### src/hdl/dtts_pkg.sv
// Package: widths, phase type, character codes and unit factors for the duration parser.
`timescale 1ns / 1ps
package dtts_pkg;

	localparam int RESULT_BITS = 32;
	localparam int MAG_W       = RESULT_BITS - 1;
	localparam int FACTOR_W    = 25;
	localparam int PROD_W      = MAG_W + FACTOR_W;
	localparam int CHAR_W      = 8;
	localparam int STATUS_W    = 2;

	typedef logic [CHAR_W-1:0] char_t;
	typedef logic [FACTOR_W-1:0] factor_t;
	typedef logic [STATUS_W-1:0] status_t;

	typedef enum logic [2:0] {
		PH_LEAD,
		PH_PRE,
		PH_DIGITS,
		PH_POST,
		PH_STOP
	} phase_t;

	localparam status_t ST_OK       = 2'd0;
	localparam status_t ST_BAD_CHAR = 2'd1;
	localparam status_t ST_OVERFLOW = 2'd2;

	localparam char_t CH_NUL   = 8'h00;
	localparam char_t CH_TAB   = 8'h09;
	localparam char_t CH_CR    = 8'h0D;
	localparam char_t CH_SPACE = 8'h20;
	localparam char_t CH_MINUS = 8'h2D;
	localparam char_t CH_ZERO  = 8'h30;
	localparam char_t CH_NINE  = 8'h39;
	localparam char_t CH_UP_Y  = 8'h59;
	localparam char_t CH_UP_M  = 8'h4D;
	localparam char_t CH_UP_D  = 8'h44;
	localparam char_t CH_LO_D  = 8'h64;
	localparam char_t CH_LO_H  = 8'h68;
	localparam char_t CH_LO_M  = 8'h6D;
	localparam char_t CH_LO_S  = 8'h73;

	localparam factor_t F_YEAR   = FACTOR_W'(365 * 24 * 60 * 60);
	localparam factor_t F_MONTH  = FACTOR_W'(31 * 24 * 60 * 60);
	localparam factor_t F_DAY    = FACTOR_W'(24 * 60 * 60);
	localparam factor_t F_HOUR   = FACTOR_W'(60 * 60);
	localparam factor_t F_MINUTE = FACTOR_W'(60);
	localparam factor_t F_SECOND = FACTOR_W'(1);

	function automatic logic is_white(input char_t c);
		return (c == CH_SPACE) || (c >= CH_TAB && c <= CH_CR);
	endfunction

	function automatic factor_t unit_factor(input char_t c);
		factor_t f;
		unique case (c)
			CH_UP_Y:          f = F_YEAR;
			CH_UP_M:          f = F_MONTH;
			CH_UP_D, CH_LO_D: f = F_DAY;
			CH_LO_H:          f = F_HOUR;
			CH_LO_M:          f = F_MINUTE;
			CH_LO_S:          f = F_SECOND;
			default:          f = '0;
		endcase
		return f;
	endfunction

endpackage

### src/hdl/duration_text_to_seconds.sv
// Top level: parses a duration text stream, one character per transaction, into signed seconds.
`timescale 1ns / 1ps
//  channel   dir  tdata                      tuser          tlast
//  s_axis    in   [7:0] char_code            -              last
//  m_axis    out  [31:0] seconds (signed)    [1:0] status   -
//
//  One character per cycle while no stalled result holds a last character; a character
//  waits in the input register and is folded into the running state by the segment multiply-add there.
//  The result is registered and made valid when its last character leaves the input register.
//  arst_n clears the parse state and both valid flags.
//  A stalled result blocks only the last character of the next text.
module duration_text_to_seconds import dtts_pkg::*; (
	input  logic                   clk,
	input  logic                   arst_n,
	input  logic                   s_axis_tvalid,
	output logic                   s_axis_tready,
	input  logic [CHAR_W-1:0]      s_axis_tdata,   // [7:0] char_code
	input  logic                   s_axis_tlast,
	output logic                   m_axis_tvalid,
	input  logic                   m_axis_tready,
	output logic [RESULT_BITS-1:0] m_axis_tdata,   // [RESULT_BITS-1:0] seconds
	output logic [STATUS_W-1:0]    m_axis_tuser    // [1:0] status
);

	logic                   valid_s1;
	char_t                  char_s1;
	logic                   last_s1;
	logic                   adv_s1;

	logic [MAG_W-1:0]       total_q;
	logic [MAG_W-1:0]       seg_q;
	phase_t                 phase_q;
	logic                   neg_q;
	status_t                err_q;
	logic                   ended_q;

	logic [MAG_W-1:0]       total_d;
	logic [MAG_W-1:0]       seg_d;
	phase_t                 phase_d;
	logic                   neg_d;
	status_t                err_d;
	logic                   ended_d;

	logic                   out_valid_q;
	logic [RESULT_BITS-1:0] seconds_q;
	status_t                status_q;

	factor_t                factor;
	factor_t                close_mf;
	logic                   close_req;
	logic                   seg_en;
	logic                   is_digit;
	logic [3:0]             digit;
	logic [MAG_W+3:0]       dig_sum;
	logic                   dig_ovf;
	logic [PROD_W-1:0]      prod;
	logic                   prod_ovf;
	logic [MAG_W:0]         close_sum;
	logic [MAG_W:0]         fin_sum;
	logic [MAG_W-1:0]       res_total;
	status_t                res_err;
	logic                   res_neg;
	logic [RESULT_BITS-1:0] res_seconds;

	assign adv_s1        = valid_s1 && (!last_s1 || !out_valid_q || m_axis_tready);
	assign s_axis_tready = !valid_s1 || adv_s1;

	always_ff @(posedge clk or negedge arst_n) begin
		if (!arst_n) begin
			valid_s1 <= 1'b0;
		end else if (s_axis_tready) begin
			valid_s1 <= s_axis_tvalid;
		end
	end

	always_ff @(posedge clk) begin
		if (s_axis_tvalid && s_axis_tready) begin
			char_s1 <= s_axis_tdata;
			last_s1 <= s_axis_tlast;
		end
	end

	assign factor   = unit_factor(char_s1);
	assign is_digit = (char_s1 >= CH_ZERO) && (char_s1 <= CH_NINE);
	assign digit    = char_s1[3:0];
	assign dig_sum  = ({4'b0, seg_q} << 3) + ({4'b0, seg_q} << 1)
		+ {{MAG_W{1'b0}}, digit};
	assign dig_ovf  = |dig_sum[MAG_W+3:MAG_W];
	assign prod     = PROD_W'(seg_q) * PROD_W'(close_mf);
	assign prod_ovf = |prod[PROD_W-1:MAG_W];
	assign close_sum = {1'b0, total_q} + {1'b0, prod[MAG_W-1:0]};

	// next state
	always_comb begin
		total_d   = total_q;
		seg_d     = seg_q;
		phase_d   = phase_q;
		neg_d     = neg_q;
		err_d     = err_q;
		ended_d   = ended_q;
		close_req = 1'b0;
		close_mf  = F_SECOND;
		seg_en    = 1'b0;
		if (!ended_q && phase_q != PH_STOP) begin
			if (char_s1 == CH_NUL) begin
				close_req = 1'b1;
				ended_d   = 1'b1;
			end else begin
				seg_en = 1'b1;
				if (phase_q == PH_LEAD) begin
					if (is_white(char_s1)) begin
						seg_en = 1'b0;
					end else if (char_s1 == CH_MINUS) begin
						neg_d   = 1'b1;
						phase_d = PH_PRE;
						seg_en  = 1'b0;
					end else begin
						phase_d = PH_PRE;
					end
				end
				if (seg_en) begin
					priority if (factor != '0) begin
						close_req = 1'b1;
						close_mf  = factor;
					end else if (is_white(char_s1)) begin
						if (phase_q == PH_DIGITS) begin
							phase_d = PH_POST;
						end
					end else if (is_digit) begin
						priority if (phase_q == PH_POST) begin
							err_d   = ST_BAD_CHAR;
							phase_d = PH_STOP;
						end else if (dig_ovf) begin
							err_d   = ST_OVERFLOW;
							phase_d = PH_STOP;
						end else begin
							seg_d   = dig_sum[MAG_W-1:0];
							phase_d = PH_DIGITS;
						end
					end else begin
						err_d   = ST_BAD_CHAR;
						phase_d = PH_STOP;
					end
				end
			end
			if (close_req) begin
				if ((phase_q == PH_DIGITS || phase_q == PH_POST)
					&& (prod_ovf || close_sum[MAG_W])) begin
					err_d   = ST_OVERFLOW;
					phase_d = PH_STOP;
				end else begin
					if (phase_q == PH_DIGITS || phase_q == PH_POST) begin
						total_d = close_sum[MAG_W-1:0];
					end
					seg_d   = '0;
					phase_d = PH_PRE;
				end
			end
		end
	end

	// close the open segment at the end of the buffer
	assign fin_sum = {1'b0, total_q} + {1'b0, seg_d};

	always_comb begin
		res_total = total_d;
		res_err   = err_d;
		if (!ended_d && (phase_d == PH_DIGITS || phase_d == PH_POST)) begin
			if (fin_sum[MAG_W]) begin
				res_err = ST_OVERFLOW;
			end else begin
				res_total = fin_sum[MAG_W-1:0];
			end
		end
	end

	assign res_neg     = neg_d;
	assign res_seconds = res_neg ? (RESULT_BITS'(0) - {1'b0, res_total}) : {1'b0, res_total};

	always_ff @(posedge clk or negedge arst_n) begin
		if (!arst_n) begin
			total_q <= '0;
			seg_q   <= '0;
			phase_q <= PH_LEAD;
			neg_q   <= 1'b0;
			err_q   <= ST_OK;
			ended_q <= 1'b0;
		end else if (adv_s1) begin
			if (last_s1) begin
				total_q <= '0;
				seg_q   <= '0;
				phase_q <= PH_LEAD;
				neg_q   <= 1'b0;
				err_q   <= ST_OK;
				ended_q <= 1'b0;
			end else begin
				total_q <= total_d;
				seg_q   <= seg_d;
				phase_q <= phase_d;
				neg_q   <= neg_d;
				err_q   <= err_d;
				ended_q <= ended_d;
			end
		end
	end

	always_ff @(posedge clk or negedge arst_n) begin
		if (!arst_n) begin
			out_valid_q <= 1'b0;
		end else if (adv_s1 && last_s1) begin
			out_valid_q <= 1'b1;
		end else if (m_axis_tready) begin
			out_valid_q <= 1'b0;
		end
	end

	always_ff @(posedge clk) begin
		if (adv_s1 && last_s1) begin
			seconds_q <= res_seconds;
			status_q  <= res_err;
		end
	end

	assign m_axis_tvalid = out_valid_q;
	assign m_axis_tdata  = seconds_q;
	assign m_axis_tuser  = status_q;

	a_ended_left_lead: assert property (@(posedge clk) disable iff (!arst_n)
		ended_q |-> phase_q != PH_LEAD)
		else $error("text end seen while still in leading white space");

	a_err_stops: assert property (@(posedge clk) disable iff (!arst_n)
		(err_q != ST_OK) |-> phase_q == PH_STOP)
		else $error("error recorded without stopping the parse");

	a_last_emits: assert property (@(posedge clk) disable iff (!arst_n)
		(adv_s1 && last_s1) |=> m_axis_tvalid)
		else $error("last character did not produce a result");

	a_last_clears: assert property (@(posedge clk) disable iff (!arst_n)
		(adv_s1 && last_s1) |=> (phase_q == PH_LEAD && total_q == '0 && !neg_q && !ended_q))
		else $error("parse state not cleared after result");

endmodule

### config.mk
export PLATFORM = sky130hd
export DESIGN_NAME = duration_text_to_seconds
export DESIGN_NICKNAME = d
export VERILOG_FILES = /design/src/hdl/dtts_pkg.sv /design/src/hdl/duration_text_to_seconds.sv
export SDC_FILE = /design/constraint.sdc
export NUM_CORES = 2
export LEC_CHECK = 0
export ABC_CLOCK_PERIOD_IN_PS = 32900
export CAP_MARGIN = 20
export CORE_UTILIZATION = 50
export DETAILED_ROUTE_END_ITERATION = 10
export DONT_BUFFER_PORTS = 1
export PLACE_DENSITY_LB_ADDON = 0.12
export SYNTH_ARGS = -nofsm -noshare
export SYNTH_HDL_FRONTEND = slang
export SYNTH_SLANG_ARGS = --single-unit
### constraint.sdc
create_clock -name clk -period 32.9 [get_ports clk]
set_input_delay 6.58 -clock clk [delete_from_list [all_inputs] [get_ports clk]]
set_output_delay 6.58 -clock clk [all_outputs]
set_load 0.02 [all_outputs]
# Word level (Yosys, flattened, before mapping)
# Index checks and enable logic that the tools add are counted.
# classes
addsub	5
multipliers	1
magnitude_cmp	4
eq_ne	14
muxes	71
reduce_logical	27
# op_table
operator	n
two-way mux 31 bit	19
one-hot mux 25 bit (6 select lines)	1
two-way mux 25 bit	4
adder 31 x 31 -> 32 bit	2
equality test 8 x 7 -> 1 bit, second input constant	7
multiplier 31 x 25 -> 56 bit	1
two-way mux 3 bit	14
adder 34 x 32 -> 35 bit	1
adder 35 x 4 -> 35 bit	1
subtractor 1 x 31 -> 32 bit, first input constant	1
two-way mux 2 bit	13
nonzero test 25 bit	1
OR reduction 25 bit	1
two-way mux 1 bit	20
equality test 8 x 6 -> 1 bit, second input constant	2
equality test 3 x 2 -> 1 bit, second input constant	4
>= comparator 8 x 4 -> 1 bit, second input constant	1
>= comparator 8 x 6 -> 1 bit, second input constant	1
less-or-equal comparator 8 x 4 -> 1 bit, second input constant	1
less-or-equal comparator 8 x 6 -> 1 bit, second input constant	1
logical AND 1 bit	8
logical NOT 8 bit	1
logical OR 1 bit	7
logical NOT 1 bit	5
5 further kinds	5
# totals
reg_bits	114
in_bits	13
output_inout_bits	36
word_cells	135

# Longest topological paths before layout
# depth
ltp_word	23
mapped_depth	76
ltp_nobuf	69

# Worst setup path before layout
# No wires, ideal clock.
# synth_timing
path_type	register to register
startpoint	register char_s1[5]
endpoint	register seconds_q[26], in the netlist m_axis_tdata[26], data pin
setup_ns	0.269
arrival_time_ns	15.587
t_required_ns	32.631
path_slack_ns	17.044
path_stages_with_launch	76
cell_sequence	edfxtp_1 > clkbuf_1 > inv_1 > nand3_1 > a21oi_1 > o21a_1 > o21ai_0 > and3_1 > and2_0 > a31o_2 > clkbuf_1 > clkbuf_1 > nand2_1 > inv_1 > nor2_1 > fa_1 > inv_1 > fa_1 > (+40 left out) > nand2_1 > o2bb2ai_1 > o21a_1 > o311ai_0 > a211o_1 > or2_2 > buf_2 > buf_2 > clkbuf_1 > nand3_1 > o21ai_0 > ha_1 > o31ai_1 > nor2_1 > and4_1 > nand3_2 > o31ai_1 > xor2_1
# synth_via
elab_chain_cells	23
elab_cells_between_ends	78
cone_classes	3 x add/sub; 1 x mul; 4 x order compare; 11 x eq/ne; 47 x mux; 12 x reduce/logical
# synth_rtl
item	line_no	rtl
from (decl)	duration_text_to_seconds.sv:26	char_t char_s1;
from (signal assigned)	duration_text_to_seconds.sv:78	char_s1 <= s_axis_tdata;
branches (longest 22 deep; another with multiplier 31 x 25 -> 56 bit)	n/a	
two-way mux 31 bit (*)	duration_text_to_seconds.sv:178	assign res_seconds = res_neg ? (RESULT_BITS'(0) - {1'b0, res_total}) : {1'b0, res_total};
net res_seconds[26]	duration_text_to_seconds.sv:63	logic [RESULT_BITS-1:0] res_seconds;
to (signal assigned)	duration_text_to_seconds.sv:219	seconds_q <= res_seconds;
to (decl)	duration_text_to_seconds.sv:45	logic [RESULT_BITS-1:0] seconds_q;
# Mark *: on every way through the listed nets, which the timed path passes. The select of a mux whose other input is x is not followed.
# A chain may end at the register's enable or synchronous reset.

# Worst setup path after layout
# Same ends and word-level chain as after synthesis.

==> impl_metrics.toml <==
[logic_synthesis]
ys_ff_latch = 114
synthCells = 3835
synth.area.mux_share = 0.01700
synth_cell_type_count = 104
synth-simple-area-share = 0.1413
synthFlopType = "dfrtp_1"
synth-compound-area-share = 0.1338
yosysSeqAreaShare = 0.09179
synth_xor_area_frac = 0.03983
netlist_area_um2 = 33420
synth_edf_count = 43
synth-adder-area-share = 0.4664
syn_nets = 4785
syn_area_per_cell_um2 = 8.715
synth_top_family_by_area = "adder cells"
async_flop_share = 0.6228
yosysWarnings = 0

[clock_network]
cts_tree = "built"
post-cts-setup-buffers = 0
path_clk_slew_ps = 60
post_cts_resized = 0
clock_latency_ps = 450
cts_sinks = 114
cts_root_buf = "clkbuf_16"
hold_buffers = 0
htree_levels = 4
clk_path_buf_depth = 2
cts_made_buffers = 17

[sta]
fmax_mhz = 51.92
holdWs_ps = 487.9
fin_crit_ps = 19260
tightest_slew_ps = 1157
setup_viol = 0
timing.slew.headroom = 0.2289
fin_worst_skew_ps = 12.50
drv_slew = 0
grt_setup_unrepaired = "no"
fin_setup_tns_ps = 0
hold_viol = 0
fin_crit_sh = 0.5855

[power]
ir_drop_uv = 35.95
leakagePower_nw = 17.39
power_density_nw_per_um2 = 10.52

[flow_run]
drv_cap = 0

[routing]
ant_nets = 0
wl_per_cell_um = 21.75
drcViolationCount = 0
viasPerCell = 5.663
vias = 26320
dr.pass1.iters = 6
drt_iter0_markers = 2014
wl_um = 101100

[grt]
grt_usage = 0.3078
antenna_found_initial = 14
grt_pass1_wl_um = 156300
grt_max_degree = 72
grt_pass1_vias = 26440
grt-ovfl-total = 0

[setup_path]
crit_start = "char_s1[5]$_DFFE_PP_"
crit_slowest_cell = "and3_1"
path_delay_family = "compound AO/OA/AOI/OAI gates"
crit_path_max_incr_delay_ps = 770
crit_path_frequent_cell = "inv_1"
cp-end-kind = "flip-flop"
criticalPathCategory = "reg -> reg"
cp_max_fo = 34
arrival_ps = 19450
crit_required_ps = 33080
crit_buf_inv = 9
start_kind = "flip-flop"
timing.rr.start = "char_s1[5]$_DFFE_PP_"

[place]
gp_congestion = 0.9762
hpwl_um = 86940
io_buffers = 0

[die]
io_pins = 49
start_util = 0.5066
die-height_um = 260.5
core_um2 = 65980
die-width_um = 260.5
fp-row-count = 94
dieArea_um2 = 67880

[worst_hold_path]
hold_class = "reg -> reg"
hp-start = "err_q[0]$_DFFE_PN0P_"

[layout]
layout_common_cells = "inv_1 (832), fa_1 (511), ha_1 (426)"
drive_gt1_frac = 0.03970
fin_nets = 4715
syn_to_final_growth_pct = 4.436
layout_commonest_cell = "inv_1"

[outcome]
status = "finished, final reports clean"
layout make-up:
| class | instances | area, µm² |
|---|---|---|
| fill | 6256 | 31070 |
| multi-input combinational | 2757 | 26720 |
| inverter | 832 | 3123 |
| sequential | 114 | 3068 |
| tap | 864 | 1081 |
| clock buffer | 20 | 436.7 |
| timing repair buffer | 43 | 320.3 |
| clock inverter | 12 | 141.4 |
| antenna | 6 | 15.01 |
flip-flops by register name, summed over array words and instances (netlist names):
name	count
err_q	2
valid_s1	1
phase_q	3
char_s1	8
seg_q	31
m_axis_tdata	32
total_q	31
ended_q	1
neg_q	1
m_axis_tuser	2
m_axis_tvalid	1
last_s1	1
stage by stage:
step	cell area, µm²	worst slack (ps)	std cells	total power, mW	utilization
3_3_place_gp	34310	14430	4609	0.1812	0.5200
2_1_floorplan	33420	17040	3835	0.1719	-
3_5_place_dp	34310	14030	4610	0.1811	0.5200
4_1_cts	34890	13960	4642	0.3690	0.5288
5_1_grt	34890	12570	4643	0.3770	0.5288
6_report	34910	13640	4648	0.3673	0.5290
power breakdown:
group	internal, mW	switching [mW]
Combinational	0.00499	0.0163
Sequential	0.151	0.00617
Clock	0.118	0.0706
Total	0.274	0.0931
cells by family (layout without fill, tap and decap cells):
| group | count (synthesis) | in the layout |
|---|---|---|
| other | 0 | 6 |
| DFF | 114 | 114 |
| buffers and inverters | 964 | 907 |
| and+or+nand+nor | 950 | 950 |
| adders and majority gates | 940 | 940 |
| muxes | 53 | 53 |
| xor gates and xnor gates | 152 | 152 |
| AOI/OAI and AO/OA | 662 | 662 |
cell usage after synthesis, types with 17 or more instances:
library cell	instances	area [µm²]
nor2_1	176	660.6
or3_1	18	112.6
fa_1	511	10230
a31oi_1	19	118.9
buf_2	18	90.09
inv_1	832	3123
xor2_1	67	586.8
a21oi_1	182	910.9
o21bai_1	20	150.1
o21a_1	24	180.2
a211oi_1	25	187.7
xnor2_1	85	744.5
nand2b_1	32	200.2
nor3_1	47	235.2
a21o_1	44	330.3
nand4_1	32	200.2
ha_1	426	5330
nor2b_1	17	106.4
and2_1	163	1020
or2_2	23	143.9
clkbuf_1	108	405.4
nand2_1	312	1171
mux2i_1	39	390.4
and3_1	32	200.2
edfxtp_1	43	1291
nand3_1	47	235.2
o211ai_1	19	142.6
o21ai_0	122	610.6
dfrtp_1	71	1777
a22o_1	79	691.9
worst register-to-register path: cells and delay by family, from the launching register on:
family                     cells  cell delay, ps
xor gates and xnor gates       2             620
adders and majority gates     11            4740
DFF                            1             560
AOI/OAI and AO/OA             28            7380
and+or+nand+nor               18            4840
buffers and inverters          9             880
layer usage:
metal	up-vias	track usage	wire, µm
met5	-	0	22
met4	4	0.1053	3461
met3	145	0.04866	6961
met2	878	0.4897	46680
met1	12990	0.4260	43950
li1	12310	-	-
worst paths after layout:
path	cells past startpoint	slack (ps)	end
min in group asynchronous	0	5830	total_q[24]$_DFFE_PN0P_
max in group asynchronous	0	26870	total_q[0]$_DFFE_PN0P_
setup reg to reg	68	13640	m_axis_tdata[26]$_DFFE_PP_
setup / recovery	68	13640	m_axis_tdata[26]$_DFFE_PP_
hold reg to reg	2	490	err_q[0]$_DFFE_PN0P_
hold / removal	2	490	err_q[0]$_DFFE_PN0P_
Note: power is estimated with default switching activity, not from simulation.
